`config.mk`:
```
export PLATFORM = sky130hd
export DESIGN_NAME = png_unf_ram
export DESIGN_NICKNAME = d
export VERILOG_FILES = /design/src/rtl/png_unf_ram.sv
export SDC_FILE = /design/constraint.sdc
export NUM_CORES = 2
export LEC_CHECK = 0
export CAP_MARGIN = 10
export CORE_ASPECT_RATIO = 0.7
export CORE_UTILIZATION = 30
export DETAILED_ROUTE_END_ITERATION = 10
export DONT_BUFFER_PORTS = 1
export GPL_TIMING_DRIVEN = 0
export HOLD_SLACK_MARGIN = 0.03
export PLACE_DENSITY_LB_ADDON = 0.2
export SLEW_MARGIN = 15
export SYNTH_ARGS = -nofsm -noshare
export SYNTH_HDL_FRONTEND = slang
export SYNTH_SLANG_ARGS = --single-unit
```
`constraint.sdc`:
```
create_clock -name clk_i -period 5.6 [get_ports clk_i]
set_input_delay 0.28 -clock clk_i [delete_from_list [all_inputs] [get_ports clk_i]]
set_output_delay 0.28 -clock clk_i [all_outputs]
set_load 0.005 [all_outputs]
```
`src/rtl/png_unf_ram.sv`:
```
// Generic single-write, single-read RAM with registered read data.
// No dependencies.
module png_unf_ram #(
  parameter int unsigned WIDTH = 8,
  parameter int unsigned DEPTH = 256,
  parameter int unsigned AW    = (DEPTH > 1) ? $clog2(DEPTH) : 1
) (
  input  logic             clk_i,
  input  logic             we_i,
  input  logic [AW-1:0]    waddr_i,
  input  logic [WIDTH-1:0] wdata_i,
  input  logic [AW-1:0]    raddr_i,
  output logic [WIDTH-1:0] rdata_o
);

  logic [WIDTH-1:0] mem_q [DEPTH];
  logic [WIDTH-1:0] rdata_q;

  always_ff @(posedge clk_i) begin
    if (we_i) begin
      mem_q[waddr_i] <= wdata_i;
    end
    rdata_q <= mem_q[raddr_i];
  end

  assign rdata_o = rdata_q;

endmodule

```
==> results.sh <==
export IMPL_outcome="completed"
export IMPL_htree_levels=4
export IMPL_via_per_inst=5.463
export IMPL_critical_path_class="in2reg"
export IMPL_fin_area_mm2=0.09125
export IMPL_grt_remaining_overflow=0
export IMPL_placed_area_mm2=0.08451
export IMPL_synth_cells=3733
export IMPL_leakagePower_nw=27.54
export IMPL_area_growth_pct=14.70
export IMPL_route_detailed_drc=0
export IMPL_antenna_found_initial=33
export IMPL_cp_startpoint="raddr_i[2]"
export IMPL_nNetsFinal=4011
export IMPL_max_slew_worst_pin_slew_ps=1361
export IMPL_synth_edf_count=2048
export IMPL_async_flop_share_pct=0
export IMPL_cp_start_kind="input port"
export IMPL_post_route_min_period_ps=4243
export IMPL_io_pins=34
export IMPL_finalSetupViolCount=0
export IMPL_drv_slew=0
export IMPL_dp_final_hpwl_um=182800
export IMPL_ys_seq_elements=2056
export IMPL_cts_buffers=203
export IMPL_end_kind="flip-flop"
export IMPL_wl_um=275100
export IMPL_hold_buffers=8
export IMPL_synthFlopType="edfxtp_1"
export IMPL_place_gp_congestion=0.8848
export IMPL_clkTransAtPathRegs_ps=60
export IMPL_synth_distinct_cells=55
export IMPL_path_common_cell="buf_2"
export IMPL_syn_area_mm2=0.07956
export IMPL_max_stage_delay_ps=920
export IMPL_yosysWarnings=0
export IMPL_timing_rr_start="mem_q[83][3]$_DFFE_PP_"
export IMPL_syn_area_per_cell_um2=21.31
export IMPL_cts_tree="yes"
export IMPL_core_mm2=0.2626
export IMPL_clk_path_buf_depth=4
export IMPL_clock_sinks=2056
export IMPL_path_cells="buf_2, buf_2, and2_1, clkbuf_1, a22oi_1, a21oi_1, nor3_1, nor4_1"
export IMPL_wl_per_cell_um=35.97
export IMPL_ctsResizeCount=0
export IMPL_mostFrequentLayoutCells="2,048 x edfxtp_1, 454 x mux4_2, 262 x nor2_1, 206 x clkbuf_16, 134 x mux2i_1"
export IMPL_start_util_pct=30.29
export IMPL_grt_pass1_vias=39960
export IMPL_worstHoldStart="waddr_i[6]"
export IMPL_vias=41770
export IMPL_hold_viol=0
export IMPL_cts_root_buf="clkbuf_16"
export IMPL_drive_gt1_share_pct=22.62
export IMPL_drt_iter0_drc=6955
export IMPL_rsz0062_at_grt="false"
export IMPL_fin_crit_sh_pct=75.77
export IMPL_firstDrtPassIters=5
export IMPL_postRouteAntennaNets=0
export IMPL_crit_fanout=10
export IMPL_grt_max_degree=257
export IMPL_critical_path_required_ps=6260
export IMPL_hold_class="in2reg"
export IMPL_clk_latency_ps=890
export IMPL_fp_dieArea_mm2=0.2673
export IMPL_syn_nets=3759
export IMPL_skew_ps=35.24
export IMPL_final_common_cell="edfxtp_1"
export IMPL_fp_dieH_um=432.9
export IMPL_path_buf_inv=3
export IMPL_cellPowerDensity_mw_per_mm2=352.2
export IMPL_slew_headroom_pct=8.421
export IMPL_cp_slowest_cell="nor4_1"
export IMPL_cp_arrival_ps=4910
export IMPL_postCtsSetupBuffers=0
export IMPL_fmax_mhz=235.7
export IMPL_grt_usage_pct=20.32
export IMPL_ys_seq_area_share_pct=77.50
export IMPL_portBuffers=0
export IMPL_vdd_ir_drop_worst_uv=279.1
export IMPL_cap_violations=0
export IMPL_hold_slack_ps=80.49
export IMPL_cpLargestDelayFamily="buffers and inverters"
export IMPL_fp_row_count=157
export IMPL_grt_first_pass_wirelength_um=365900
export IMPL_die_w_um=617.5
-- worst register-to-register path: cells and delay by family (launching register included) --
| family | cells | cell delay (ps) |
|---|---|---|
| AOI/OAI and AO/OA | 3 | 1480 |
| DFF | 1 | 370 |
| muxes | 1 | 480 |
| and+or+nand+nor | 2 | 940 |
-- cells by family (layout without fill, tap and decap cells) --
logic type | Yosys count | in the layout | share of synthesized area, %
compound gates | 385 | 385 | 3.419
other cells | 0 | 20 | 0
buf+inv | 235 | 631 | 1.831
simple gates | 466 | 466 | 2.628
flops | 2056 | 2056 | 77.50
mux | 591 | 591 | 14.62
-- per-layer routing --
metal | part of all wire (%) | vias up | GRT usage, %
met2 | 41 | 2242 | 28.07
met4 | 2.1 | 4 | 4.196
li1 | - | 16250 | -
met3 | 10 | 321 | 4.917
met5 | 0.0084 | - | 0
met1 | 47 | 22960 | 31.99
-- final timing paths --
path,endpoint,slack [ps],cells past startpoint
min,mem_q[193][3]$_DFFE_PP_,80,2
max reg2reg,rdata_o[3]$_DFF_P_,2130,6
max,rdata_o[7]$_DFF_P_,1360,8
min reg2reg,rdata_o[1]$_DFF_P_,1370,7
-- synth_stat cells, drive strengths merged (10+ instances only) --
cell,number,area share (%)
a211oi,16,0.15
a21oi,96,0.60
a221oi,14,0.16
a22oi,133,1.3
buf,122,1.3
clkbuf,111,0.52
edfxtp,2048,77
mux2i,134,1.7
mux4,456,13
nand2,33,0.16
nand3,34,0.21
nand4,10,0.079
nor2,282,1.3
nor2b,31,0.24
nor3,22,0.14
nor4,27,0.24
o211ai,10,0.094
o21ai,12,0.075
o221ai,47,0.53
o22ai,28,0.22
-- registers in the layout, summed over array words and instances, names as in the netlist --
| signal | count |
|---|---|
| rdata_o | 8 |
| mem_q | 2048 |
-- stage by stage --
stage	util (%)	std cells	setup TNS, ps	power [mW]	setup WS (ps)
final	34.74	7647	0	32.14	1357
after global routing	34.73	7628	0	32.88	1489
after CTS	34.59	7611	0	32.26	1356
after detailed placement	32.18	7254	0	18.90	444.9
after global placement	31.96	7231	-2379	18.87	-661.6
after floorplan	-	3733	0	18.13	3382
-- report_power, final --
group / internal [mW] / switching (mW)
Sequential: 17.0 / 0.0123
Clock: 7.28 / 5.96
Combinational: 0.560 / 1.37
-- area by class of cell --
| cell class | instances | area, um^2 |
|---|---|---|
| clock inverters | 107 | 833.3 |
| inverters | 2 | 7.507 |
| repair buffers | 47 | 983.4 |
| flip-flops and latches | 2056 | 61660 |
| diodes | 20 | 50.05 |
| plain buffers | 233 | 1501 |
| well taps | 3498 | 4377 |
| multi-input cells | 1442 | 16550 |
| clock buffers | 242 | 5290 |
| fillers | 24400 | 171400 |
No activity file was read; power rests on OpenSTA's default activity.
