--- src/rtl/png_unf_pkg.sv ---
// Shared types, register codes and the Paeth predictor for the PNG scanline unfilter.
// No dependencies; every other file of the block except png_unf_ram imports this package.
package png_unf_pkg;

  localparam int unsigned ROW_BYTES_W  = 17;
  localparam int unsigned PIX_BYTES_W  = 3;
  localparam int unsigned IMAGE_ROWS_W = 15;
  localparam int unsigned ROW_IDX_W    = 14;
  localparam int unsigned CFG_IDX_W    = 2;
  localparam int unsigned Q_DEPTH      = 4;
  localparam int unsigned Q_PTR_W      = 2;
  localparam int unsigned Q_CNT_W      = 3;

  localparam logic [IMAGE_ROWS_W-1:0] ROWS_LIMIT = 15'd16384;

  localparam logic [CFG_IDX_W-1:0] CFG_ROW_BYTES   = 2'd0;
  localparam logic [CFG_IDX_W-1:0] CFG_PIXEL_BYTES = 2'd1;
  localparam logic [CFG_IDX_W-1:0] CFG_IMAGE_ROWS  = 2'd2;

  localparam logic [2:0] FLT_NONE  = 3'd0;
  localparam logic [2:0] FLT_SUB   = 3'd1;
  localparam logic [2:0] FLT_UP    = 3'd2;
  localparam logic [2:0] FLT_AVG   = 3'd3;
  localparam logic [2:0] FLT_PAETH = 3'd4;

  typedef enum logic [1:0] {
    OP_FILTER = 2'd0,
    OP_DATA   = 2'd1,
    OP_ERROR  = 2'd2
  } op_e;

  typedef struct packed {
    op_e        op;
    logic [7:0] raw;
    logic       last_row;
    logic       last_img;
    logic       first_row;
  } item_t;

  typedef struct packed {
    logic accept;
    logic reads_above;
  } fstat_t;

  function automatic logic [7:0] paeth(input logic [7:0] a, input logic [7:0] b,
                                       input logic [7:0] c);
    logic signed [10:0] da;
    logic signed [10:0] db;
    logic signed [10:0] dc;
    logic [10:0]        pa;
    logic [10:0]        pb;
    logic [10:0]        pc;
    da = $signed({3'b000, b}) - $signed({3'b000, c});
    db = $signed({3'b000, a}) - $signed({3'b000, c});
    dc = $signed({3'b000, a}) + $signed({3'b000, b}) - $signed({2'b00, c, 1'b0});
    pa = da[10] ? 11'(-da) : 11'(da);
    pb = db[10] ? 11'(-db) : 11'(db);
    pc = dc[10] ? 11'(-dc) : 11'(dc);
    if (pa <= pb && pa <= pc) begin
      return a;
    end else if (pb <= pc) begin
      return b;
    end
    return c;
  endfunction

endpackage

--- src/rtl/png_unf_back.sv ---
// Back end: applies the row filter, updates the line store and holds the
// result register. Depends on png_unf_pkg.
module png_unf_back
  import png_unf_pkg::*;
#(
  parameter int unsigned MAX_PIXEL_BYTES = 4,
  parameter int unsigned AW              = 16,
  parameter int unsigned SW              = (MAX_PIXEL_BYTES > 1) ? $clog2(MAX_PIXEL_BYTES) : 1
) (
  input  logic          clk_i,
  input  logic          rst_ni,
  input  logic [SW-1:0] bpp_sel_i,
  input  logic          head_valid_i,
  input  item_t         head_item_i,
  input  logic [AW-1:0] head_idx_i,
  input  logic [7:0]    head_above_i,
  output logic          pop_o,
  output logic          we_o,
  output logic [AW-1:0] waddr_o,
  output logic [7:0]    wdata_o,
  output logic          out_valid_o,
  input  logic          out_stall_i,
  output logic [7:0]    pixel_byte_o,
  output logic          last_in_row_o,
  output logic          last_in_image_o,
  output logic          bad_filter_o
);

  localparam int unsigned LW = 8 * MAX_PIXEL_BYTES;

  logic [LW-1:0] left_q, left_d;
  logic [LW-1:0] al_q, al_d;
  logic [2:0]    filter_q;
  logic          out_valid_q;
  logic [7:0]    pix_q;
  logic          lrow_q, limg_q, bad_q;

  logic          out_free;
  logic [7:0]    a, b, c, pred, val;
  logic [8:0]    sum_ab;

  assign out_free = !out_valid_q || !out_stall_i;
  assign pop_o    = head_valid_i && (head_item_i.op == OP_FILTER || out_free);

  always_comb begin
    a = '0;
    c = '0;
    for (int k = 0; k < MAX_PIXEL_BYTES; k++) begin
      if (bpp_sel_i == SW'(k)) begin
        a = left_q[8*k +: 8];
        c = al_q[8*k +: 8];
      end
    end
    if (head_item_i.first_row) begin
      c = '0;
    end
    b      = head_item_i.first_row ? 8'd0 : head_above_i;
    sum_ab = {1'b0, a} + {1'b0, b};
    case (filter_q)
      FLT_SUB:   pred = a;
      FLT_UP:    pred = b;
      FLT_AVG:   pred = sum_ab[8:1];
      FLT_PAETH: pred = paeth(a, b, c);
      default:   pred = '0;
    endcase
    val    = head_item_i.raw + pred;
    left_d = (left_q << 8) | LW'(val);
    al_d   = (al_q << 8) | LW'(b);
  end

  assign we_o    = pop_o && head_item_i.op == OP_DATA;
  assign waddr_o = head_idx_i;
  assign wdata_o = val;

  always_ff @(posedge clk_i or negedge rst_ni) begin
    if (!rst_ni) begin
      left_q      <= '0;
      al_q        <= '0;
      filter_q    <= FLT_NONE;
      out_valid_q <= 1'b0;
    end else begin
      if (pop_o) begin
        case (head_item_i.op)
          OP_FILTER: begin
            left_q   <= '0;
            al_q     <= '0;
            filter_q <= head_item_i.raw[2:0];
          end
          OP_DATA: begin
            left_q <= left_d;
            al_q   <= al_d;
          end
          default: begin
          end
        endcase
      end
      if (pop_o && head_item_i.op != OP_FILTER) begin
        out_valid_q <= 1'b1;
      end else if (!out_stall_i) begin
        out_valid_q <= 1'b0;
      end
    end
  end

  always_ff @(posedge clk_i) begin
    if (pop_o && head_item_i.op != OP_FILTER) begin
      if (head_item_i.op == OP_DATA) begin
        pix_q  <= val;
        lrow_q <= head_item_i.last_row;
        limg_q <= head_item_i.last_img;
        bad_q  <= 1'b0;
      end else begin
        pix_q  <= '0;
        lrow_q <= 1'b0;
        limg_q <= 1'b0;
        bad_q  <= 1'b1;
      end
    end
  end

  assign out_valid_o     = out_valid_q;
  assign pixel_byte_o    = pix_q;
  assign last_in_row_o   = lrow_q;
  assign last_in_image_o = limg_q;
  assign bad_filter_o    = bad_q;

endmodule

--- config.mk ---
export PLATFORM = sky130hd
export DESIGN_NAME = png_unf_back
export DESIGN_NICKNAME = d
export VERILOG_FILES = /design/src/rtl/png_unf_pkg.sv /design/src/rtl/png_unf_back.sv
export SDC_FILE = /design/constraint.sdc
export NUM_CORES = 1
export LEC_CHECK = 0
export ABC_AREA = 1
export BUFFER_PORTS_ARGS = -buffer_cell sky130_fd_sc_hd__clkbuf_2
export CAP_MARGIN = 10
export CORE_MARGIN = 1
export CORE_UTILIZATION = 38
export CTS_BUF_LIST = sky130_fd_sc_hd__clkbuf_2
export DETAILED_ROUTE_END_ITERATION = 6
export PLACE_DENSITY_LB_ADDON = 0.3
export REMOVE_ABC_BUFFERS = 1
export SETUP_SLACK_MARGIN = 0.02
export SLEW_MARGIN = 10
export SYNTH_ARGS = -nofsm -noshare
export SYNTH_HDL_FRONTEND = slang
export SYNTH_SLANG_ARGS = --single-unit
--- constraint.sdc ---
create_clock -name clk_i -period 12.3 [get_ports clk_i]
set_input_delay 1.23 -clock clk_i [delete_from_list [all_inputs] [get_ports clk_i]]
set_output_delay 1.23 -clock clk_i [all_outputs]
set_load 0.005 [all_outputs]
==> metrics.csv <==
stage,metric,value,unit
setup_path,Critical Path Start Type,input port,
power_and_ir_drop,Reg power frac,24.2,%
cts,hold buffers post-CTS,0,
logic_synthesis,Syn Std Cell Area,7180,um2
sta,Slew @ Worst Pin,967,ps
power_and_ir_drop,Clock Power Share,13.8,%
sta,final setup vio count,0,
global_route,Total GRT Usage,19.7,%
cts,clock root buffer,clkbuf_2,
setup_path,critical path class,input port to output port,
cts,clk sinks,79,
run,maxcap violations,0,
hold_path,worst hold start,left_q[31],
global_route,M1 GR Usage,27.5,%
global_route,initial antenna violation count,0,
global_route,first-pass GRT wire length,30.6,mm
logic_synthesis,largest family of logic cells by synthesized area,simple AND/OR/NAND/NOR gates,
drt,vias post-DR,6326,
drt,DRC viols,0,
die,Initial Utilization,39.3,%
power_and_ir_drop,Power Density,160,nW/um2
place,Post-DP HPWL,15.0,mm
final_layout,ant diodes,0,
drt,post-route ant nets,0,
global_route,total gr overflow,0,
cts,H-tree depth,3,
power_and_ir_drop,Comb pwr share,62.0,%
sta,Slew HR,35.3,%
die,num rows,49,
cts,Resized cells post-CTS,0,
drt,drt first pass iters,6,
hold_path,Hold Crit Endpoint,left_q[31],
logic_synthesis,post-synth cell types,52,
final_layout,"most common cell after layout, fill and taps aside",nand2_1,
global_route,number of global-route vias before repair,5942,
logic_synthesis,"Seq/Total Area, Yosys",28.3,%
final_layout,filler cell count,1893,
logic_synthesis,Post-Synth XOR/XNOR Area,3.28,%
logic_synthesis,synth top area cells,"dfrtp_1 (24%), ha_1 (12%), nand2_1 (9.8%), inv_1 (9.4%), edfxtp_1 (4.6%)",
hold_path,Hold Path Class,flip-flop to flip-flop,
cts,Post-CTS Setup Inserts,0,
outcome,status,"finished, final reports clean",
global_route,met3 global-route usage,2.58,%
drt,Via density,5.13,
die,die height,139,um
logic_synthesis,post-synthesis mux area share,0,%
sta,final hold slack,506,ps
setup_path,critical path required time,11070,ps
logic_synthesis,Synth Area in Simple Gates,22.0,%
final_layout,Area Overhead vs Synth,6.55,%
setup_path,Critical Path Fanout Max,20,
logic_synthesis,syn_area_per_cell,7.39,um2
logic_synthesis,post-synthesis adder-cell area fraction,15.3,%
logic_synthesis,post-synthesis compound-gate area fraction,17.4,%
sta,Fmax achieved,103,MHz
drt,Avg WL per Cell,15.2,um
final_layout,"commonest non-fill, non-tap cells in the layout","nand2_1 (188), inv_1 (180), ha_1 (70)",
drt,Post-Route WL,18.8,mm
die,Die Span X,139,um
power_and_ir_drop,Psw,0.587,mW
sta,Setup Skew,47.5,ps
die,Die ar.,19500,um2
final_layout,Final #Nets,1122,
setup_path,R2R depth,40,
logic_synthesis,Yosys reg bits,79,
logic_synthesis,YS warnings,0,
logic_synthesis,Post-synth EDFFs,11,
logic_synthesis,post-synth top area share,23.7,%
setup_path,worst r2r src,al_q[10],
power_and_ir_drop,Worst VDD drop,0.0000793,V
global_route,largest net degree at the start of global routing,69,
logic_synthesis,ys async rst share,86.1,%
logic_synthesis,main flop type after synthesis,dfrtp_1,
final_layout,layout cells sized above 1,12.0,%
setup_path,largest stage delay on the critical path,620,ps
cts,worst-skew pair later-pin latency,560,ps
hold_path,hold depth,2,
sta,"Hold Vio Cnt, Final",0,
place,routability cong.,0.909,
global_route,met2 usage,32.3,%
sta,final slew viol count,0,
cts,TritonCTS clock tree,done,
power_and_ir_drop,Pint,0.638,mW
global_route,grt peak-use layer,met2,
power_and_ir_drop,Switching Share,47.9,%
die,I/O pin count,81,
power_and_ir_drop,leak pwr,3.96,nW
logic_synthesis,cell taking the most area after synthesis,dfrtp_1,
cts,Num CTS Buffers,9,
logic_synthesis,cells after synthesis,972,
drt,initial DRC count,388,
setup_path,crit end category,output port,
die,core area,18300,um2
sta,setup TNS,0,ps
place,PortBufs,48,
cts,CTS Buffer Depth,2,
sta,crit path time final,9750,ps
sta,final period utilization,79.3,%
cts,clock slew at reported path FFs,190,ps
setup_path,critical path's slowest cell,nor3_1,
setup_path,WP data arrival,8520,ps
setup_path,R2R Setup Slk,5310,ps
setup_path,FF-to-FF End,pixel_byte_o[7],
sta,RSZ-0062 raised after global routing,false,
setup_path,"most used cell, CP",nand2_1,
## registers in the layout (all words and copies together), names as in the netlist
name	flops
last_in_row_o	1
filter_q	3
bad_filter_o	1
out_valid_o	1
left_q	32
last_in_image_o	1
pixel_byte_o	8
al_q	32
## worst max-delay path: cells and delay by family
kind                       cells  cell delay (ps)
AOI/OAI and AO/OA             16             2690
and+or+nand+nor               14             2080
buffers and inverters          8             1300
adders and majority gates      3             1000
xor gates and xnor gates       1              190
## power by group through the flow
| stage | combinational (mW) | sequential [mW] | clock, mW |
|---|---|---|---|
| finish | 0.760 | 0.296 | 0.169 |
| floorplan | 0.572 | 0.299 | 0 |
| global route | 0.874 | 0.298 | 0.183 |
| detailed placement | 0.752 | 0.302 | 0 |
| CTS | 0.757 | 0.297 | 0.173 |
| global placement | 0.745 | 0.301 | 0 |
## final cells by class
cell class,instances,area (um2),share of cell area (%)
Clock buffer,9,45.0,0.589
Tap cell,229,287,3.74
Inverter,192,721,9.42
Multi-Input combinational cell,665,4200,54.9
Clock inverter,7,101,1.32
Timing Repair Buffer,51,263,3.43
Sequential cell,79,2030,26.6
## logic make-up (layout without fill, tap and decap cells)
family	Yosys count	after routing
XOR/XNOR	26	26
buffers and inverters	236	259
AO/OA/AOI/OAI	198	198
flip-flops	79	79
other	2	10
adder cells (fa/ha/maj)	81	81
AND/OR/NAND/NOR	350	350
## layer usage
layer	part of all wire [%]	wire [um]
met1	48	9070
met2	46	8680
met4	1.1	209
met5	0	0
met3	4.4	822
## through the flow
stage          setup slack [ps]  total power, mW  instance area, um2  cells  utilization, %
3_3_place_gp               2800             1.05                7500   1216            41.1
2_1_floorplan              4310            0.871                6950    936               -
5_1_grt                    1910             1.35                7650   1232            41.9
4_1_cts                    2670             1.23                7650   1232            41.9
3_5_place_dp               2720             1.05                7500   1216            41.1
6_report                   2550             1.23                7650   1232            41.9
## Yosys cell counts, types with 7 or more instances
cell      count
fa_1         11
buf_4        24
ha_1         70
nor2_1       62
o21ai_1       7
inv_1       180
xor2_1       15
dfrtp_1      68
inv_2        10
a21oi_1      33
o21ai_0      58
nand2_1     188
o22ai_1      47
nor3_1        9
o221ai_1     19
nand2_2      12
clkbuf_1     19
nand4_1      10
xnor2_1      10
nand3_2       8
edfxtp_1     11
nand3_1      38
## worst max path at each step
stage | start | to | slack (ps) | depth (start not counted)
3_5_place_dp | bpp_sel_i[0] | wdata_o[7] | 2720 | 42
3_3_place_gp | bpp_sel_i[0] | wdata_o[7] | 2800 | 42
5_1_grt | bpp_sel_i[0] | wdata_o[7] | 1910 | 42
4_1_cts | bpp_sel_i[0] | wdata_o[7] | 2670 | 42
2_1_floorplan | bpp_sel_i[1] | wdata_o[7] | 4310 | 45
6_report | bpp_sel_i[0] | wdata_o[7] | 2550 | 42
Power figures use the tool's default switching activity.
