--- src/rtl/png_unf_pkg.sv ---
// Shared types, register codes and the Paeth predictor for the PNG scanline unfilter.
// No dependencies; every other file of the block except png_unf_ram imports this package.
package png_unf_pkg;

  localparam int unsigned ROW_BYTES_W  = 17;
  localparam int unsigned PIX_BYTES_W  = 3;
  localparam int unsigned IMAGE_ROWS_W = 15;
  localparam int unsigned ROW_IDX_W    = 14;
  localparam int unsigned CFG_IDX_W    = 2;
  localparam int unsigned Q_DEPTH      = 4;
  localparam int unsigned Q_PTR_W      = 2;
  localparam int unsigned Q_CNT_W      = 3;

  localparam logic [IMAGE_ROWS_W-1:0] ROWS_LIMIT = 15'd16384;

  localparam logic [CFG_IDX_W-1:0] CFG_ROW_BYTES   = 2'd0;
  localparam logic [CFG_IDX_W-1:0] CFG_PIXEL_BYTES = 2'd1;
  localparam logic [CFG_IDX_W-1:0] CFG_IMAGE_ROWS  = 2'd2;

  localparam logic [2:0] FLT_NONE  = 3'd0;
  localparam logic [2:0] FLT_SUB   = 3'd1;
  localparam logic [2:0] FLT_UP    = 3'd2;
  localparam logic [2:0] FLT_AVG   = 3'd3;
  localparam logic [2:0] FLT_PAETH = 3'd4;

  typedef enum logic [1:0] {
    OP_FILTER = 2'd0,
    OP_DATA   = 2'd1,
    OP_ERROR  = 2'd2
  } op_e;

  typedef struct packed {
    op_e        op;
    logic [7:0] raw;
    logic       last_row;
    logic       last_img;
    logic       first_row;
  } item_t;

  typedef struct packed {
    logic accept;
    logic reads_above;
  } fstat_t;

  function automatic logic [7:0] paeth(input logic [7:0] a, input logic [7:0] b,
                                       input logic [7:0] c);
    logic signed [10:0] da;
    logic signed [10:0] db;
    logic signed [10:0] dc;
    logic [10:0]        pa;
    logic [10:0]        pb;
    logic [10:0]        pc;
    da = $signed({3'b000, b}) - $signed({3'b000, c});
    db = $signed({3'b000, a}) - $signed({3'b000, c});
    dc = $signed({3'b000, a}) + $signed({3'b000, b}) - $signed({2'b00, c, 1'b0});
    pa = da[10] ? 11'(-da) : 11'(da);
    pb = db[10] ? 11'(-db) : 11'(db);
    pc = dc[10] ? 11'(-dc) : 11'(dc);
    if (pa <= pb && pa <= pc) begin
      return a;
    end else if (pb <= pc) begin
      return b;
    end
    return c;
  endfunction

endpackage

--- src/rtl/png_unf_queue.sv ---
// Four-entry queue between front and back; also flags pending line store
// writes to a given column. Depends on png_unf_pkg.
module png_unf_queue
  import png_unf_pkg::*;
#(
  parameter int unsigned AW = 16
) (
  input  logic               clk_i,
  input  logic               rst_ni,
  input  logic               push_i,
  input  item_t              push_item_i,
  input  logic [AW-1:0]      push_idx_i,
  input  logic [7:0]         push_above_i,
  input  logic               pop_i,
  output logic               head_valid_o,
  output item_t              head_item_o,
  output logic [AW-1:0]      head_idx_o,
  output logic [7:0]         head_above_o,
  output logic [Q_CNT_W-1:0] count_o,
  input  logic [AW-1:0]      probe_idx_i,
  output logic               hit_o
);

  item_t              item_q  [Q_DEPTH];
  logic [AW-1:0]      idx_q   [Q_DEPTH];
  logic [7:0]         above_q [Q_DEPTH];
  logic [Q_DEPTH-1:0] valid_q, valid_d;
  logic [Q_PTR_W-1:0] wr_q, rd_q;
  logic [Q_CNT_W-1:0] count_q;
  logic               pop;

  assign pop = pop_i && valid_q[rd_q];

  always_comb begin
    valid_d = valid_q;
    if (pop) begin
      valid_d[rd_q] = 1'b0;
    end
    if (push_i) begin
      valid_d[wr_q] = 1'b1;
    end
  end

  always_comb begin
    hit_o = 1'b0;
    for (int i = 0; i < Q_DEPTH; i++) begin
      if (valid_q[i] && item_q[i].op == OP_DATA && idx_q[i] == probe_idx_i) begin
        hit_o = 1'b1;
      end
    end
  end

  always_ff @(posedge clk_i or negedge rst_ni) begin
    if (!rst_ni) begin
      valid_q <= '0;
      wr_q    <= '0;
      rd_q    <= '0;
      count_q <= '0;
    end else begin
      valid_q <= valid_d;
      wr_q    <= wr_q + Q_PTR_W'(push_i);
      rd_q    <= rd_q + Q_PTR_W'(pop);
      count_q <= count_q + Q_CNT_W'(push_i) - Q_CNT_W'(pop);
    end
  end

  always_ff @(posedge clk_i) begin
    if (push_i) begin
      item_q[wr_q]  <= push_item_i;
      idx_q[wr_q]   <= push_idx_i;
      above_q[wr_q] <= push_above_i;
    end
  end

  assign head_valid_o = valid_q[rd_q];
  assign head_item_o  = item_q[rd_q];
  assign head_idx_o   = idx_q[rd_q];
  assign head_above_o = above_q[rd_q];
  assign count_o      = count_q;

endmodule

--- config.mk ---
export PLATFORM = sky130hd
export DESIGN_NAME = png_unf_queue
export DESIGN_NICKNAME = d
export VERILOG_FILES = /design/src/rtl/png_unf_pkg.sv /design/src/rtl/png_unf_queue.sv
export SDC_FILE = /design/constraint.sdc
export NUM_CORES = 1
export LEC_CHECK = 0
export BUFFER_PORTS_ARGS = -buffer_cell sky130_fd_sc_hd__buf_2
export CAP_MARGIN = 20
export CORE_MARGIN = 10
export CORE_UTILIZATION = 53
export CTS_BUF_LIST = sky130_fd_sc_hd__clkbuf_4
export DETAILED_ROUTE_END_ITERATION = 7
export PLACE_DENSITY_LB_ADDON = 0.2
export SLEW_MARGIN = 5
export SYNTH_ARGS = -nofsm -noshare
export SYNTH_HDL_FRONTEND = slang
export SYNTH_SLANG_ARGS = --single-unit
--- constraint.sdc ---
create_clock -name clk_i -period 3.88 [get_ports clk_i]
set_clock_uncertainty 0.1 [all_clocks]
set_input_delay 0.388 -clock clk_i [delete_from_list [all_inputs] [get_ports clk_i]]
set_output_delay 0.388 -clock clk_i [all_outputs]
set_load 0.005 [all_outputs]
==> reports/metrics.csv, run 1 <==
stage;metric;value;unit
outcome;status;complete, no violations;
clock_network;H-tree depth;4;
sta;Slew HR;0.294;
drt;vias per cell;5.32;
clock_network;clock slew at reported path FFs;120;ps
grt;initial antenna violation count;1;
power_and_ir_drop;maximum VDD drop;0.000426;V
logic_synthesis;Mean Syn Cell Area;20.0;sq um
die;Core Area;12600;sq um
setup_path;CP max stage delay;620;ps
setup_path;Worst Path Max Fanout;42;
power_and_ir_drop;sequential fraction of design power;0.485;
sta;Hold WS;66.5;ps
die;die width;133;microns
power_and_ir_drop;clock share of power;0.183;
setup_path;crit path kind;register to output port;
layout;layout cells sized above 1;0.372;
logic_synthesis;number of flops mapped to enable cells by yosys;148;
grt;GRT Overall Usage;0.164;
die;standard-cell rows;41;
clock_network;TritonCTS sink count;159;
setup_path;Crit path max-delay family;buffers and inverters;
min_path;Min-Delay Path Class;input port to register;
drt;post-route ant nets;0;
setup_path;Crit path arrival time;2370;ps
die;Die H;133;microns
setup_path;Buf/Inv on CP;2;
layout;post-layout util;0.633;
clock_network;postcts setup bufs;0;
drt;WL final;14100;microns
logic_synthesis;Syn Nets;402;
drt;DRC viols;0;
logic_synthesis;warnings from Yosys;0;
power_and_ir_drop;Logic pwr share;0.331;
setup_path;Worst Path Required;3390;ps
die;Initial Utilization;0.539;
logic_synthesis;Async SR Flop Fraction;0.0692;
grt;GR Overflow Total;0;
drt;Initial DRC Count;203;
logic_synthesis;register bit total from synthesis;159;
clock_network;cts bufs inserted;17;
power_and_ir_drop;P_leak;0.00277;uW
drt;Pre-antenna DRT Iters;4;
drt;WL per Instance;21.3;microns
power_and_ir_drop;Net Sw Power;1520;uW
sta;Period minus WS final;2860;ps
die;die area;17800;sq um
logic_synthesis;Syn Inst Count;340;
setup_path;Worst setup SP type;register;
layout;Layout area overhead;17.4;%
clock_network;CTS tree;done;
clock_network;Clk Latency, worst-skew pair;540;ps
layout;NumNets Final;536;
setup_path;critical path's slowest cell;buf_4;
logic_synthesis;synth unique cells;28;
placed_design;DP HPWL;9130;microns
placed_design;GPL Wtd Cong;0.834;
sta;Slew @ Worst Pin;1060;ps
grt;vias in the first global route;3963;
sta;fmax;0.349;GHz
power_and_ir_drop;P_int;3510;uW
logic_synthesis;sequential-to-total area share from yosys stat;0.694;
power_and_ir_drop;Design Power;5030;uW
logic_synthesis;Primary FF master, synth;edfxtp_1;
power_and_ir_drop;switching share of power;0.301;
sta;Total Neg Setup Slack;0;ps
setup_path;critical path endpoint category;output port;
drt;via count;3510;
clock_network;Clock Tree Root;clkbuf_4;
sta;final setup vio count;0;
grt;first-pass GRT wire length;22200;microns
grt;largest net degree at the start of global routing;43;
sta;RSZ-0062 raised after global routing;false;
clock_network;deepest clock path buffer count;2;
sta;Final Max Tran Viols;0;
placed_design;PortBufs;98;
sta;crit share post-route;0.738;
setup_path;crit path cell chain;buf_4 > mux4_2 > buf_2;
die;io pins;99;
power_and_ir_drop;PwrDens;629;nW/um^2
logic_synthesis;mapped cell area;6810;sq um
flow_run;max-cap violation count;0;
sta;Final Hold Violating Endpoints;0;
clock_network;post-CTS sizing;0;
-- path summary, 6_finish.rpt --
check	cells after the start	slack, ps	end	from
setup / recovery	3	1020	head_idx_o[14]	rd_q[0]
hold / removal	4	70	valid_q[1]	pop_i
setup reg to reg	7	1560	count_o[2]	valid_q[3]
hold reg to reg	1	440	valid_q[2]	valid_q[2]
max in group asynchronous	2	3300	rd_q[0]	rst_ni
min in group asynchronous	2	150	count_o[0]	rst_ni
-- placed cells by master, fill, tap and decap left out --
cell type,instances
nand4_1,17
nor4_1,4
mux4_2,38
bufinv_16,2
clkinv_1,5
inv_1,4
buf_2,98
xor2_1,3
nand4b_1,4
dfrtp_2,2
a21o_1,3
and3b_2,1
nor2_4,1
nand2b_1,1
clkinv_2,4
edfxtp_1,148
dlygate4sd3_1,39
buf_12,1
and3_2,1
xnor2_2,8
xnor2_1,57
o21ai_1,1
fa_1,1
and2_1,1
or3b_1,1
diode_2,1
ha_1,4
nor3b_2,1
nand3b_1,1
nand2_1,2
dfrtp_1,9
clkbuf_4,21
buf_4,3
nand3_1,1
-- state kept, by name, indices dropped and copies added, names as in the netlist --
name and cells:
wr_q 2, above_q 32, count_o 3, item_q 52, valid_q 4, idx_q 64
rd_q 2
-- routing by layer --
layer | global-route usage | wire (microns)
met3 | 0.0519 | 901
met5 | 0 | 0
met2 | 0.268 | 7190
met1 | 0.201 | 5760
met4 | 0.0599 | 206
-- metrics by stage --
step                cells  worst slack [ps]  instance area [sq um]
finish                660              1020                   7990
global route          660               837                   7990
CTS                   659               940                   7990
detailed placement    588              1550                   7340
global placement      588              1570                   7340
floorplan             340              61.2                   6810
-- power by group through the flow --
stage,registers (uW),logic [uW],clock network (uW)
after floorplan,2430,1130,0
after global placement,2470,1680,0
after detailed placement,2480,1690,0
after CTS,2440,1730,940
after global routing,2470,1840,1010
final,2440,1670,922
-- logic make-up (layout without fill, tap and decap cells) --
group / after synthesis / after routing / share of synthesized area
flops: 159 / 159 / 0.694
mux: 38 / 38 / 0.126
other cells: 0 / 1 / 0
xor+xnor: 68 / 68 / 0.0963
buf+inv: 30 / 177 / 0.0357
compound gates: 4 / 4 / 0.00404
simple gates: 36 / 36 / 0.0344
fa+ha+maj: 5 / 5 / 0.0103
-- worst min-delay path, stage by stage --
cell and delay, ps:
buf_2 120, nand2_1 60, o21ai_1 50, nand2b_1 50
-- cells in the mapped netlist (3+ instances only) --
library cell,instances,area share
buf_2,8,0.0059
nand4b_1,4,0.0051
inv_1,4,0.0022
nand4_1,17,0.016
a21o_1,3,0.0033
dfrtp_1,11,0.040
xnor2_2,8,0.019
edfxtp_1,148,0.65
buf_6,15,0.025
mux4_2,38,0.13
xor2_1,3,0.0039
ha_1,4,0.0074
nor4_1,4,0.0037
xnor2_1,57,0.073
-- what timing repair did --
| action | 4_1_cts | 5_1_grt |
|---|---|---|
| hold endpoints to repair | 160 | 0 |
| hold buffers | 39 | 0 |
| endpoints found under the setup margin | 0 | 0 |
-- cell type report --
type	count	area [sq um]
sequential	159	4720
fill	936	4630
multi-input combinational	151	1860
timing repair buffer	141	923
tap	172	215
clock buffer	21	158
clock inverter	11	98.8
inverter	4	15.0
antenna	1	2.50
Note: power is estimated with default switching activity, not from simulation.
==> run 2: changes to the inputs <==
- clock period: 3.88 -> 2.3 ns (I/O delays scaled with it)
==> reports/metrics.csv, run 2 (synthesis gave the netlist of run 1 again) <==
stage;metric;value;unit;change
outcome;status;complete, but fails checks;;
outcome;failing checks;negative setup slack;;
clock_network;deepest clock path buffer count;2;;unchanged
layout;layout cells sized above 1;0.441;;+0.0689
grt;first-pass GRT wire length;23100;microns;+4.1%
sta;Final Max Tran Viols;0;;unchanged
layout;Largest Register;idx_q;;
layout;Ant. Diodes;0;;-1
placed_design;Placed Area;7410;sq um;+0.87%
setup_path;crit path kind;register to output port;;
sta;Final Hold Violating Endpoints;0;;unchanged
power_and_ir_drop;switching share of power;0.295;;-0.00605
placed_design;placed cells;595;;+1.2%
power_and_ir_drop;maximum VDD drop;0.000583;V;+37%
sta;final setup vio count;15;;+15
setup_path;crit path launch;idx_q[0][8];;
grt;GRT met1 Usage;0.215;;+0.0139
power_and_ir_drop;sequential fraction of design power;0.421;;-0.064
sta;RSZ-0062 raised after global routing;true;;
layout;post-route cell area;8620;sq um;+7.8%
drt;Pre-antenna DRT Iters;5;;+1
layout;fin cells;685;;+3.8%
drt;post-route ant nets;0;;unchanged
setup_path;Crit path arrival time;2160;ps;-210 ps
grt;GR Overflow Total;0;;unchanged
sta;Period minus WS final;2490;ps;
clock_network;cts bufs inserted;17;;unchanged
min_path;Min-Delay Path Class;input port to register;;
power_and_ir_drop;P_int;6910;uW;+97%
die;die width;133;microns;unchanged
flow_run;max-cap violation count;0;;unchanged
drt;WL final;15400;microns;+9.2%
sta;fmax;0.401;GHz;
grt;GRT busiest layer;met2;;
die;Core Area;12600;sq um;unchanged
setup_path;Worst setup SP type;register;;
grt;met2 Usage GRT;0.287;;+0.0190
placed_design;PortBufs;98;;unchanged
layout;Layout area overhead;26.6;%;
layout;leading registers by flop count;idx_q (64), item_q (52), above_q (32);;
drt;DRC viols;0;;unchanged
clock_network;CTS tree;done;;
clock_network;clock slew at reported path FFs;130;ps;about the same
setup_path;Reg2Reg Launch Point;rd_q[0];;
min_path;hold_sp;push_item_i[2];;
setup_path;critical path endpoint category;output port;;
placed_design;DP HPWL;9560;microns;+4.7%
layout;commonest non-fill, non-tap cell in the layout;edfxtp_1;;
layout;Largest register FFs;64;;unchanged
die;io pins;99;;unchanged
sta;Hold WS;298;ps;+232 ps
sta;final setup margin;-192;ps;-1210 ps
clock_network;H-tree depth;4;;unchanged
layout;most frequent cells in the layout;148 x edfxtp_1, 97 x buf_2, 45 x xnor2_1;;
die;Die H;133;microns;unchanged
die;die area;17800;sq um;unchanged
power_and_ir_drop;PwrDens;1140;nW/um^2;+81%
drt;WL per Instance;22.4;microns;+5.2%
sta;Slew @ Worst Pin;525;ps;-534 ps
power_and_ir_drop;P_leak;0.00307;uW;+11%
grt;GRT Overall Usage;0.175;;+0.0108
drt;via count;3746;;+6.7%
power_and_ir_drop;Logic pwr share;0.373;;+0.042
placed_design;GPL Wtd Cong;0.863;;+3.5%
grt;largest net degree at the start of global routing;43;;unchanged
setup_path;Worst Path Required;1970;ps;-1420 ps
setup_path;Worst Path Max Fanout;2;;-95%
die;standard-cell rows;41;;unchanged
clock_network;TritonCTS sink count;159;;unchanged
layout;NumNets Final;562;;+4.9%
clock_network;Clk Latency, worst-skew pair;570;ps;+30 ps
drt;Initial DRC Count;330;;+63%
die;Initial Utilization;0.539;;unchanged
drt;vias per cell;5.47;;+2.8%
grt;M3 GR Usage;0.0549;;+0.00301
grt;initial antenna violation count;0;;-1
sta;Slew HR;0.649;;+0.355
grt;vias in the first global route;4042;;+2.0%
clock_network;Clock Tree Root;clkbuf_4;;
power_and_ir_drop;clock share of power;0.206;;+0.023
power_and_ir_drop;Net Sw Power;2900;uW;+91%
sta;crit share post-route;1.08;;
==> run 2: power groups by stage <==
| stage | Combinational (uW) | Sequential [uW] | Clock, uW |
|---|---|---|---|
| finish | 3650 | 4130 | 2020 |
| global route | 3930 | 4190 | 2170 |
| CTS | 3500 | 4120 | 2050 |
| detailed placement | 2940 | 4180 | 0 |
| global placement | 2920 | 4130 | 0 |
| floorplan | 1930 | 4100 | 0 |
==> run 2: stage by stage <==
step / power [uW] / TNS, ps / setup WS, ps / util
finish: 9810 / -344 / -192 / 0.683
global route: 10300 / -2520 / -269 / 0.683
CTS: 9680 / -1880 / -122 / 0.674
detailed placement: 7110 / 0 / 84.2 / 0.587
global placement: 7050 / 0 / 120 / 0.587
floorplan: 6030 / 0 / 15.4 / -
==> run 2: cell type report <==
type                            count  area (sq um)
Sequential cell                   159          4720
Fill cell                         867          4000
Multi-Input combinational cell    151          2000
Timing Repair Buffer              167          1300
Clock inverter                     13           218
Tap cell                          172           215
Clock buffer                       19           143
Inverter                            4          15.0
==> run 2: what timing repair did <==
action,4_1_cts,5_1_grt
gates resized for setup,23,10
buffers inserted,8,3
hold buffers,41,0
hold endpoints to repair,167,0
gates cloned,4,3
endpoints found under the setup margin,38,40
pin swaps,23,5
==> run 2: worst max-delay path, stage by stage, from the launching register on <==
cell and delay [ps]:
edfxtp_1 450, xnor2_2 250, nand4b_1 190, nor4_2 320, nand4_1 130, nand4_1 120
buf_2 130
==> run 2: worst paths after layout <==
path                       slack (ps)            to  cells after the start
min in group asynchronous         570    count_o[1]                      3
setup / recovery                 -190         hit_o                      6
setup reg to reg                  -30    count_o[2]                      8
max in group asynchronous        1130       rd_q[0]                      3
hold reg to reg                   430    valid_q[3]                      1
hold / removal                    300  item_q[1][2]                      2
==> run 2: per-layer routing <==
layer  vias up  wire [microns]
met4         0             208
met1      1912            6100
li1       1666               -
met2       150            7890
met5         -               0
met3        18            1160
