## config.mk

```make
export PLATFORM = sky130hd
export DESIGN_NAME = png_unf_front
export DESIGN_NICKNAME = d
export VERILOG_FILES = /design/src/rtl/png_unf_pkg.sv /design/src/rtl/png_unf_front.sv
export SDC_FILE = /design/constraint.sdc
export NUM_CORES = 1
export LEC_CHECK = 0
export BUFFER_PORTS_ARGS = -buffer_cell sky130_fd_sc_hd__buf_2
export CORE_MARGIN = 1
export CORE_UTILIZATION = 55
export DETAILED_ROUTE_END_ITERATION = 12
export GPL_ROUTABILITY_DRIVEN = 0
export HOLD_SLACK_MARGIN = 0.05
export PLACE_DENSITY = 0.86
export SETUP_SLACK_MARGIN = 0.05
export SLEW_MARGIN = 20
export SYNTH_ARGS = -nofsm -noshare
export SYNTH_HDL_FRONTEND = slang
export SYNTH_SLANG_ARGS = --single-unit
```

## constraint.sdc

```tcl
create_clock -name clk_i -period 6.4 [get_ports clk_i]
set_input_delay 1.28 -clock clk_i [delete_from_list [all_inputs] [get_ports clk_i]]
set_output_delay 1.28 -clock clk_i [all_outputs]
set_load 0.01 [all_outputs]
```

## src/rtl/png_unf_pkg.sv

```systemverilog
// Shared types, register codes and the Paeth predictor for the PNG scanline unfilter.
// No dependencies; every other file of the block except png_unf_ram imports this package.
package png_unf_pkg;

  localparam int unsigned ROW_BYTES_W  = 17;
  localparam int unsigned PIX_BYTES_W  = 3;
  localparam int unsigned IMAGE_ROWS_W = 15;
  localparam int unsigned ROW_IDX_W    = 14;
  localparam int unsigned CFG_IDX_W    = 2;
  localparam int unsigned Q_DEPTH      = 4;
  localparam int unsigned Q_PTR_W      = 2;
  localparam int unsigned Q_CNT_W      = 3;

  localparam logic [IMAGE_ROWS_W-1:0] ROWS_LIMIT = 15'd16384;

  localparam logic [CFG_IDX_W-1:0] CFG_ROW_BYTES   = 2'd0;
  localparam logic [CFG_IDX_W-1:0] CFG_PIXEL_BYTES = 2'd1;
  localparam logic [CFG_IDX_W-1:0] CFG_IMAGE_ROWS  = 2'd2;

  localparam logic [2:0] FLT_NONE  = 3'd0;
  localparam logic [2:0] FLT_SUB   = 3'd1;
  localparam logic [2:0] FLT_UP    = 3'd2;
  localparam logic [2:0] FLT_AVG   = 3'd3;
  localparam logic [2:0] FLT_PAETH = 3'd4;

  typedef enum logic [1:0] {
    OP_FILTER = 2'd0,
    OP_DATA   = 2'd1,
    OP_ERROR  = 2'd2
  } op_e;

  typedef struct packed {
    op_e        op;
    logic [7:0] raw;
    logic       last_row;
    logic       last_img;
    logic       first_row;
  } item_t;

  typedef struct packed {
    logic accept;
    logic reads_above;
  } fstat_t;

  function automatic logic [7:0] paeth(input logic [7:0] a, input logic [7:0] b,
                                       input logic [7:0] c);
    logic signed [10:0] da;
    logic signed [10:0] db;
    logic signed [10:0] dc;
    logic [10:0]        pa;
    logic [10:0]        pb;
    logic [10:0]        pc;
    da = $signed({3'b000, b}) - $signed({3'b000, c});
    db = $signed({3'b000, a}) - $signed({3'b000, c});
    dc = $signed({3'b000, a}) + $signed({3'b000, b}) - $signed({2'b00, c, 1'b0});
    pa = da[10] ? 11'(-da) : 11'(da);
    pb = db[10] ? 11'(-db) : 11'(db);
    pc = dc[10] ? 11'(-dc) : 11'(dc);
    if (pa <= pb && pa <= pc) begin
      return a;
    end else if (pb <= pc) begin
      return b;
    end
    return c;
  endfunction

endpackage

```

## src/rtl/png_unf_front.sv

```systemverilog
// Front end: accepts raw bytes, tracks row and column, classifies each byte and
// issues the line store read. Depends on png_unf_pkg.
module png_unf_front
  import png_unf_pkg::*;
#(
  parameter int unsigned AW = 16
) (
  input  logic                    clk_i,
  input  logic                    rst_ni,
  input  logic [ROW_BYTES_W-1:0]  rb_i,
  input  logic [IMAGE_ROWS_W-1:0] rows_i,
  input  logic                    in_valid_i,
  input  logic [7:0]              raw_byte_i,
  output logic                    in_stall_o,
  output logic [AW-1:0]           rd_addr_o,
  input  logic [Q_CNT_W-1:0]      q_count_i,
  input  logic                    q_hit_i,
  output logic                    push_valid_o,
  output item_t                   push_item_o,
  output logic [AW-1:0]           push_idx_o,
  output fstat_t                  stat_o
);

  logic [AW-1:0]        column_q, column_d;
  logic [ROW_IDX_W-1:0] row_q, row_d;
  logic                 expect_q, expect_d;
  logic                 discard_q, discard_d;
  logic                 s1_valid_q, s1_valid_d;
  item_t                s1_item_q, s1_item_d;
  logic [AW-1:0]        s1_idx_q;

  logic                 accept;
  logic                 room;
  logic                 reads_above;
  logic                 haz;
  logic                 last_row;
  logic                 last_img;
  logic [Q_CNT_W-1:0]   occ;

  assign occ         = q_count_i + Q_CNT_W'(s1_valid_q);
  assign room        = occ < Q_CNT_W'(Q_DEPTH);
  assign reads_above = !expect_q && !discard_q && (row_q != '0);
  assign haz         = reads_above && (q_hit_i ||
                       (s1_valid_q && s1_item_q.op == OP_DATA && s1_idx_q == column_q));
  assign in_stall_o  = !room || haz;
  assign accept      = in_valid_i && !in_stall_o;
  assign rd_addr_o   = column_q;

  assign last_row = (ROW_BYTES_W'(column_q) + ROW_BYTES_W'(1)) >= rb_i;
  assign last_img = last_row && ((IMAGE_ROWS_W'(row_q) + IMAGE_ROWS_W'(1)) >= rows_i);

  always_comb begin
    column_d   = column_q;
    row_d      = row_q;
    expect_d   = expect_q;
    discard_d  = discard_q;
    s1_valid_d = 1'b0;
    s1_item_d  = '{op: OP_FILTER, raw: raw_byte_i, last_row: last_row,
                   last_img: last_img, first_row: (row_q == '0)};
    if (accept) begin
      if (expect_q) begin
        expect_d = 1'b0;
        column_d = '0;
        if (!discard_q) begin
          s1_valid_d = 1'b1;
          if (raw_byte_i > 8'(FLT_PAETH)) begin
            discard_d    = 1'b1;
            s1_item_d.op = OP_ERROR;
          end
        end
      end else begin
        if (!discard_q) begin
          s1_valid_d   = 1'b1;
          s1_item_d.op = OP_DATA;
        end
        if (last_row) begin
          expect_d = 1'b1;
          column_d = '0;
          if (last_img) begin
            row_d     = '0;
            discard_d = 1'b0;
          end else begin
            row_d = row_q + ROW_IDX_W'(1);
          end
        end else begin
          column_d = column_q + AW'(1);
        end
      end
    end
  end

  always_ff @(posedge clk_i or negedge rst_ni) begin
    if (!rst_ni) begin
      column_q   <= '0;
      row_q      <= '0;
      expect_q   <= 1'b1;
      discard_q  <= 1'b0;
      s1_valid_q <= 1'b0;
    end else begin
      column_q   <= column_d;
      row_q      <= row_d;
      expect_q   <= expect_d;
      discard_q  <= discard_d;
      s1_valid_q <= s1_valid_d;
    end
  end

  always_ff @(posedge clk_i) begin
    if (accept) begin
      s1_item_q <= s1_item_d;
      s1_idx_q  <= column_q;
    end
  end

  assign push_valid_o = s1_valid_q;
  assign push_item_o  = s1_item_q;
  assign push_idx_o   = s1_idx_q;
  assign stat_o       = '{accept: accept, reads_above: reads_above};

endmodule

```

==> impl_metrics.json, run 1 <==
{
  "grt_use_met3_pct": 4.93,
  "maxSlewHeadroom_pct": 50.2,
  "crit_type": "reg2reg",
  "synth_edf_count": 29,
  "fmax_mhz": 252,
  "wl_per_cell_um": 15.0,
  "final.setup_skew_ps": 8.81,
  "core.rowCount": 30,
  "grt_pass1_wl_mm": 13.9,
  "drt_iter0_drc": 168,
  "critPathMaxFanout": 24,
  "antenna_found_initial": 0,
  "drc_errors": 0,
  "synth_seq_cells": 62,
  "hold_buffers": 0,
  "ant_nets": 0,
  "hold_start": "discard_q",
  "worst_setup_path_end_kind": "register",
  "yosysTopAreaCell": "edfxtp_1",
  "routed_wl_mm": 8.72,
  "layout-drive-gt1-share_pct": 25.3,
  "finalSetupViolations": 0,
  "die_area_sq_um": 7570,
  "final_cell_mix": "buf_2, inv_1, ha_1, dfrtp_1, edfxtp_1",
  "yosys-top-cells-area": "edfxtp_1, dfrtp_1, ha_1",
  "nets": 563,
  "area_delta_synth_final_pct": 17.5,
  "initial_core_util_pct": 57.6,
  "p_leak_nw": 2.45,
  "clk_latency_ps": 330,
  "gr-usage-all-layers_pct": 24.3,
  "drt_pass1_iterations": 4,
  "worstSetupStartpointType": "register",
  "yosys_warnings": 0,
  "drv_cap": 0,
  "period_share_pct": 62.0,
  "grt-ovfl-total": 0,
  "r2r_start": "rd_addr_o[0]",
  "ys_async_sr_fraction_pct": 53.2,
  "post_cts_buffers": 0,
  "hold_viol_final": 0,
  "synth_top_area_share_pct": 21.9,
  "fillers": 539,
  "ys_seq_area_share_pct": 42.7,
  "reg2reg_slack_ps": 2440,
  "regArea_sq_um": 1700,
  "syn_area_per_cell_sq_um": 10.1,
  "core_area_sq_um": 6910,
  "die_y_um": 87.0,
  "r2r-end": "row_q[2]",
  "synth_cell_types": 46,
  "met2_usage_pct": 42.7,
  "layout_commonest_cell": "buf_2",
  "die_w_um": 87.0,
  "hold_class": "reg2reg",
  "multi_input_area_sq_um": 1990,
  "worstMarginPinSlew_ps": 748,
  "path_clk_slew_ps": 70,
  "whs_ps": 521,
  "ctsResizeCount": 0,
  "grt_pass1_vias": 2965,
  "use_met1_pct": 29.2,
  "status": "finished, final reports clean",
  "antennaDiodeCount": 0,
  "fin_crit_ps": 3960,
  "busiest_layer": "met2",
  "grt_start_max_net_pins": 41,
  "tns_ps": 0,
  "numCtsBuffers": 9,
  "arrival_ps": 4220,
  "h-tree-depth": 3,
  "vdd_drop_max_uv": 138,
  "min_to": "push_valid_o",
  "syn_nets": 474,
  "via_per_inst": 5.45,
  "critPathRequiredTime_ps": 6650,
  "cts.path.max_buffers": 2,
  "portBuffers": 95,
  "rsz0062_at_grt": "false",
  "holdPathStages": 1,
  "cts_tree": "done",
  "slew_viol_final": 0,
  "cts.sink_count": 62,
  "root_buffer": "clkbuf_8",
  "synthFlopType": "dfrtp_1",
  "vias": 3171,
  "dp_hpwl_mm": 6.60,
  "synth_cells": 392,
  "ioPinCount": 96,
  "power_density_nw_per_um2": 220,
  "netlist_area_sq_um": 3980,
  "r2r_cells": 14
}
-- final cells by class --
cell class | instances | area share (%)
clock inverter | 6 | 1.85
tap | 96 | 2.57
multi-input combinational | 269 | 42.6
timing repair buffer | 96 | 10.3
sequential | 62 | 36.4
inverter | 43 | 3.56
clock buffer | 10 | 2.73
-- worst max-delay path, cell delays in order (launching register included) --
cell       delay [ps]
dfrtp_1           520
ha_1              290
and2_1            160
and4_1            270
nand3_1           270
nor2_1            240
xor2_1            100
ha_1              300
nand4_1           110
nor4_1            300
nor3_1            100
o221ai_2          370
nand3_4           300
or2_1             380
o2bb2ai_1         170
-- how the worst max path moves through the flow --
stage	from	endpoint	slack (ps)	cells past startpoint
floorplan	q_count_i[1]	stat_o[1]	2660	9
global placement	q_count_i[1]	stat_o[1]	2590	8
detailed placement	rd_addr_o[0]	row_q[5]	2500	14
CTS	rd_addr_o[0]	row_q[5]	2470	14
global route	rd_addr_o[0]	row_q[6]	2120	14
finish	rd_addr_o[0]	row_q[2]	2440	14
-- metal layers --
metal	wire, um	share of wire [%]	up-vias
li1	-	-	1564
met1	3590	41	1482
met2	4480	51	110
met3	472	5.4	15
met4	178	2.0	0
met5	0	0	-
-- per-stage QoR --
| step | total power [mW] | setup slack [ps] | std cells | instance area (sq um) | utilization (%) |
|---|---|---|---|---|---|
| final | 1.03 | 2440 | 582 | 4670 | 67.6 |
| after global routing | 1.08 | 2120 | 582 | 4670 | 67.6 |
| after global placement | 0.662 | 2590 | 566 | 4460 | 64.5 |
| after floorplan | 0.599 | 2660 | 392 | 3980 | - |
| after CTS | 1.03 | 2470 | 582 | 4670 | 67.6 |
| after detailed placement | 0.669 | 2500 | 566 | 4460 | 64.5 |
-- cells by family after synthesis --
| logic type | Yosys count | share of synthesized area [%] |
|---|---|---|
| simple gates | 116 | 16.2 |
| xor+xnor | 43 | 9.47 |
| fa+ha+maj | 35 | 11.0 |
| buf+inv | 61 | 7.27 |
| compound gates | 74 | 13.0 |
| flops | 62 | 42.7 |
| mux | 1 | 0.283 |
-- power by group --
group          switching [mW]  internal [mW]  leakage, nW  total, mW
Combinational          0.0988         0.0815         1.62      0.180
Sequential             0.0362          0.446        0.731      0.482
Clock                   0.148          0.219        0.106      0.366
Total                   0.283          0.746         2.45       1.03
-- synth_stat cells, types with 10 or more instances --
library cell  number
xnor2_1           15
nand3_1           15
edfxtp_1          29
dfrtp_1           32
nand2_1           18
nor3_1            11
inv_1             42
nand4_1           12
o21ai_0           15
o21ai_1           10
a22o_1            15
nor2_1            15
and3_1            12
xor2_1            28
ha_1              35
nand2b_1          13
-- flip-flops by register name, indices dropped and copies added, names as in the netlist --
register	cells
rd_addr_o	16
push_idx_o	16
push_item_o	13
discard_q	1
push_valid_o	1
row_q	14
expect_q	1
(Power assumes the default switching activity.)
==> run 2: changes to the inputs <==
--- a/config.mk
+++ b/config.mk
@@ -7,11 +7,11 @@
 export LEC_CHECK = 0
 export BUFFER_PORTS_ARGS = -buffer_cell sky130_fd_sc_hd__buf_2
 export CORE_MARGIN = 1
-export CORE_UTILIZATION = 55
+export CORE_UTILIZATION = 49
 export DETAILED_ROUTE_END_ITERATION = 12
 export GPL_ROUTABILITY_DRIVEN = 0
 export HOLD_SLACK_MARGIN = 0.05
-export PLACE_DENSITY = 0.86
+export PLACE_DENSITY = 0.81
 export SETUP_SLACK_MARGIN = 0.05
 export SLEW_MARGIN = 20
 export SYNTH_ARGS = -nofsm -noshare
==> constraint.sdc (replaced) <==
create_clock -name clk_i -period 3.56 [get_ports clk_i]
set_input_delay 0.712 -clock clk_i [delete_from_list [all_inputs] [get_ports clk_i]]
set_output_delay 0.712 -clock clk_i [all_outputs]
set_load 0.01 [all_outputs]
==> run 2 against run 1 <==
Against the previous run:
- hold slack worse by 79 ps
- clock power rose by 59%
- maximum frequency up 17%
- sequential share of layout area is 1.9 points lower
- sequential power is 71% higher
- first-iteration DRC count is 12% higher
- register-to-register slack worse by 2300 ps
- final area is 5.5% higher
- routed wire length grew 10%
- largest cell class unchanged
==> impl_metrics.json, run 2 (synthesized netlist as in run 1, its figures left out) <==
{
  "clk_latency_ps": 340,
  "status": "finished, final reports clean",
  "rsz0062_at_grt": "false",
  "routed_wl_mm": 9.60,
  "ioPinCount": 96,
  "cts_tree": "done",
  "cts.sink_count": 62,
  "final_cell_mix": "buf_2, inv_1, ha_1, dfrtp_1, edfxtp_1",
  "reg2reg_slack_ps": 180,
  "critPathRequiredTime_ps": 3780,
  "pwr-share-comb_pct": 23.2,
  "dp_cells": 592,
  "worst_setup_path_end_kind": "register",
  "cts.path.max_buffers": 2,
  "fin_area_sq_um": 4930,
  "ant_nets": 0,
  "root_buffer": "clkbuf_8",
  "layout_commonest_cell": "buf_2",
  "grt_pass1_wl_mm": 15.4,
  "tns_ps": 0,
  "final.setup_skew_ps": 11.3,
  "worstMarginPinSlew_ps": 754,
  "hold_class": "in2async",
  "seq_power_share_pct": 45.0,
  "via_per_inst": 5.49,
  "finalSetupViolations": 0,
  "grt_start_max_net_pins": 40,
  "die_w_um": 92.1,
  "grt_pass1_vias": 3306,
  "gr-usage-all-layers_pct": 23.3,
  "portBuffers": 95,
  "internal_power_mw": 1.31,
  "numCtsBuffers": 9,
  "layout-drive-gt1-share_pct": 30.4,
  "drv_cap": 0,
  "vdd_drop_max_uv": 210,
  "area_delta_synth_final_pct": 23.9,
  "path_clk_slew_ps": 70,
  "crit_type": "reg2reg",
  "drc_errors": 0,
  "period_share_pct": 95.0,
  "antenna_found_initial": 0,
  "post-route-util_pct": 63.1,
  "core_area_sq_um": 7810,
  "antennaDiodeCount": 0,
  "arrival_ps": 3600,
  "worstSetupStartpointType": "register",
  "maxSlewHeadroom_pct": 49.7,
  "power_density_nw_per_um2": 371,
  "die_area_sq_um": 8480,
  "die_y_um": 92.1,
  "p_leak_nw": 2.59,
  "critPathMaxFanout": 6,
  "drt_pass1_iterations": 4,
  "finalNonFillerCells": 616,
  "swShare_pct": 28.5,
  "h-tree-depth": 3,
  "dp_hpwl_mm": 7.08,
  "drt_iter0_drc": 188,
  "p_sw_mw": 0.522,
  "place_area_sq_um": 4610,
  "wl_per_cell_um": 15.6,
  "fmax_mhz": 296,
  "power_mw": 1.83,
  "slew_viol_final": 0,
  "hold_viol_final": 0,
  "initial_core_util_pct": 50.9,
  "fin_crit_ps": 3380,
  "clkPwrFrac_pct": 31.8,
  "grt-ovfl-total": 0,
  "core.rowCount": 32,
  "vias": 3381,
  "nets": 591
}
-- run 2: metal layers --
metal	GRT usage, %	wire length (um)	up-vias
li1	-	-	1620
met1	30.1	4140	1604
met2	38.1	4620	134
met3	4.56	519	23
met4	9.51	318	0
met5	0	0	-
-- run 2: path summary, 6_finish.rpt --
check                                   from      endpoint  depth (start not counted)
worst max-delay path            rd_addr_o[3]  rd_addr_o[0]                         15
worst min-delay path                  rst_ni  rd_addr_o[7]                          1
worst max register to register  rd_addr_o[3]  rd_addr_o[0]                         15
worst min register to register      expect_q      expect_q                          2
max in group asynchronous             rst_ni      row_q[0]                          1
min in group clk_i                  expect_q      expect_q                          2
-- run 2: worst max-delay path, stage by stage, from the launching register on --
cell and delay (ps):
dfrtp_1 340, and3_1 200, and2_1 190, and4_4 250
nand3_2 150, nor2_2 180, xor2_1 90, ha_1 300
nand4_1 150, nor4_2 360, nor3_2 110, o221ai_4 270
or2_4 220, nor2_4 50, buf_4 150, mux2_2 260
-- run 2: layout make-up --
type,count,area [sq um]
fill,656,2880
multi-input combinational,269,2050
sequential,62,1700
timing repair buffer,124,706
inverter,43,166
clock buffer,13,139
tap,102,128
clock inverter,3,37.5
-- run 2: power by group through the flow --
| stage | Combinational [mW] | Sequential (mW) | Clock (mW) |
|---|---|---|---|
| 3_3_place_gp | 0.404 | 0.834 | 0 |
| 5_1_grt | 0.469 | 0.828 | 0.616 |
| 2_1_floorplan | 0.198 | 0.879 | 0 |
| 3_5_place_dp | 0.414 | 0.838 | 0 |
| 4_1_cts | 0.419 | 0.824 | 0.585 |
| 6_report | 0.424 | 0.823 | 0.582 |
-- run 2: what timing repair did --
action,4_1_cts,5_1_grt
pin swaps,3,3
endpoints found under the setup margin,6,30
resized for setup,2,10
hold buffers,0,0
cloned,0,0
setup buffers,7,1
-- run 2: metrics by stage --
step	hold slack (ps)	worst slack, ps
floorplan	416	219
global placement	497	237
detailed placement	506	-41.0
CTS	459	70.3
global route	496	5.27
finish	441	177
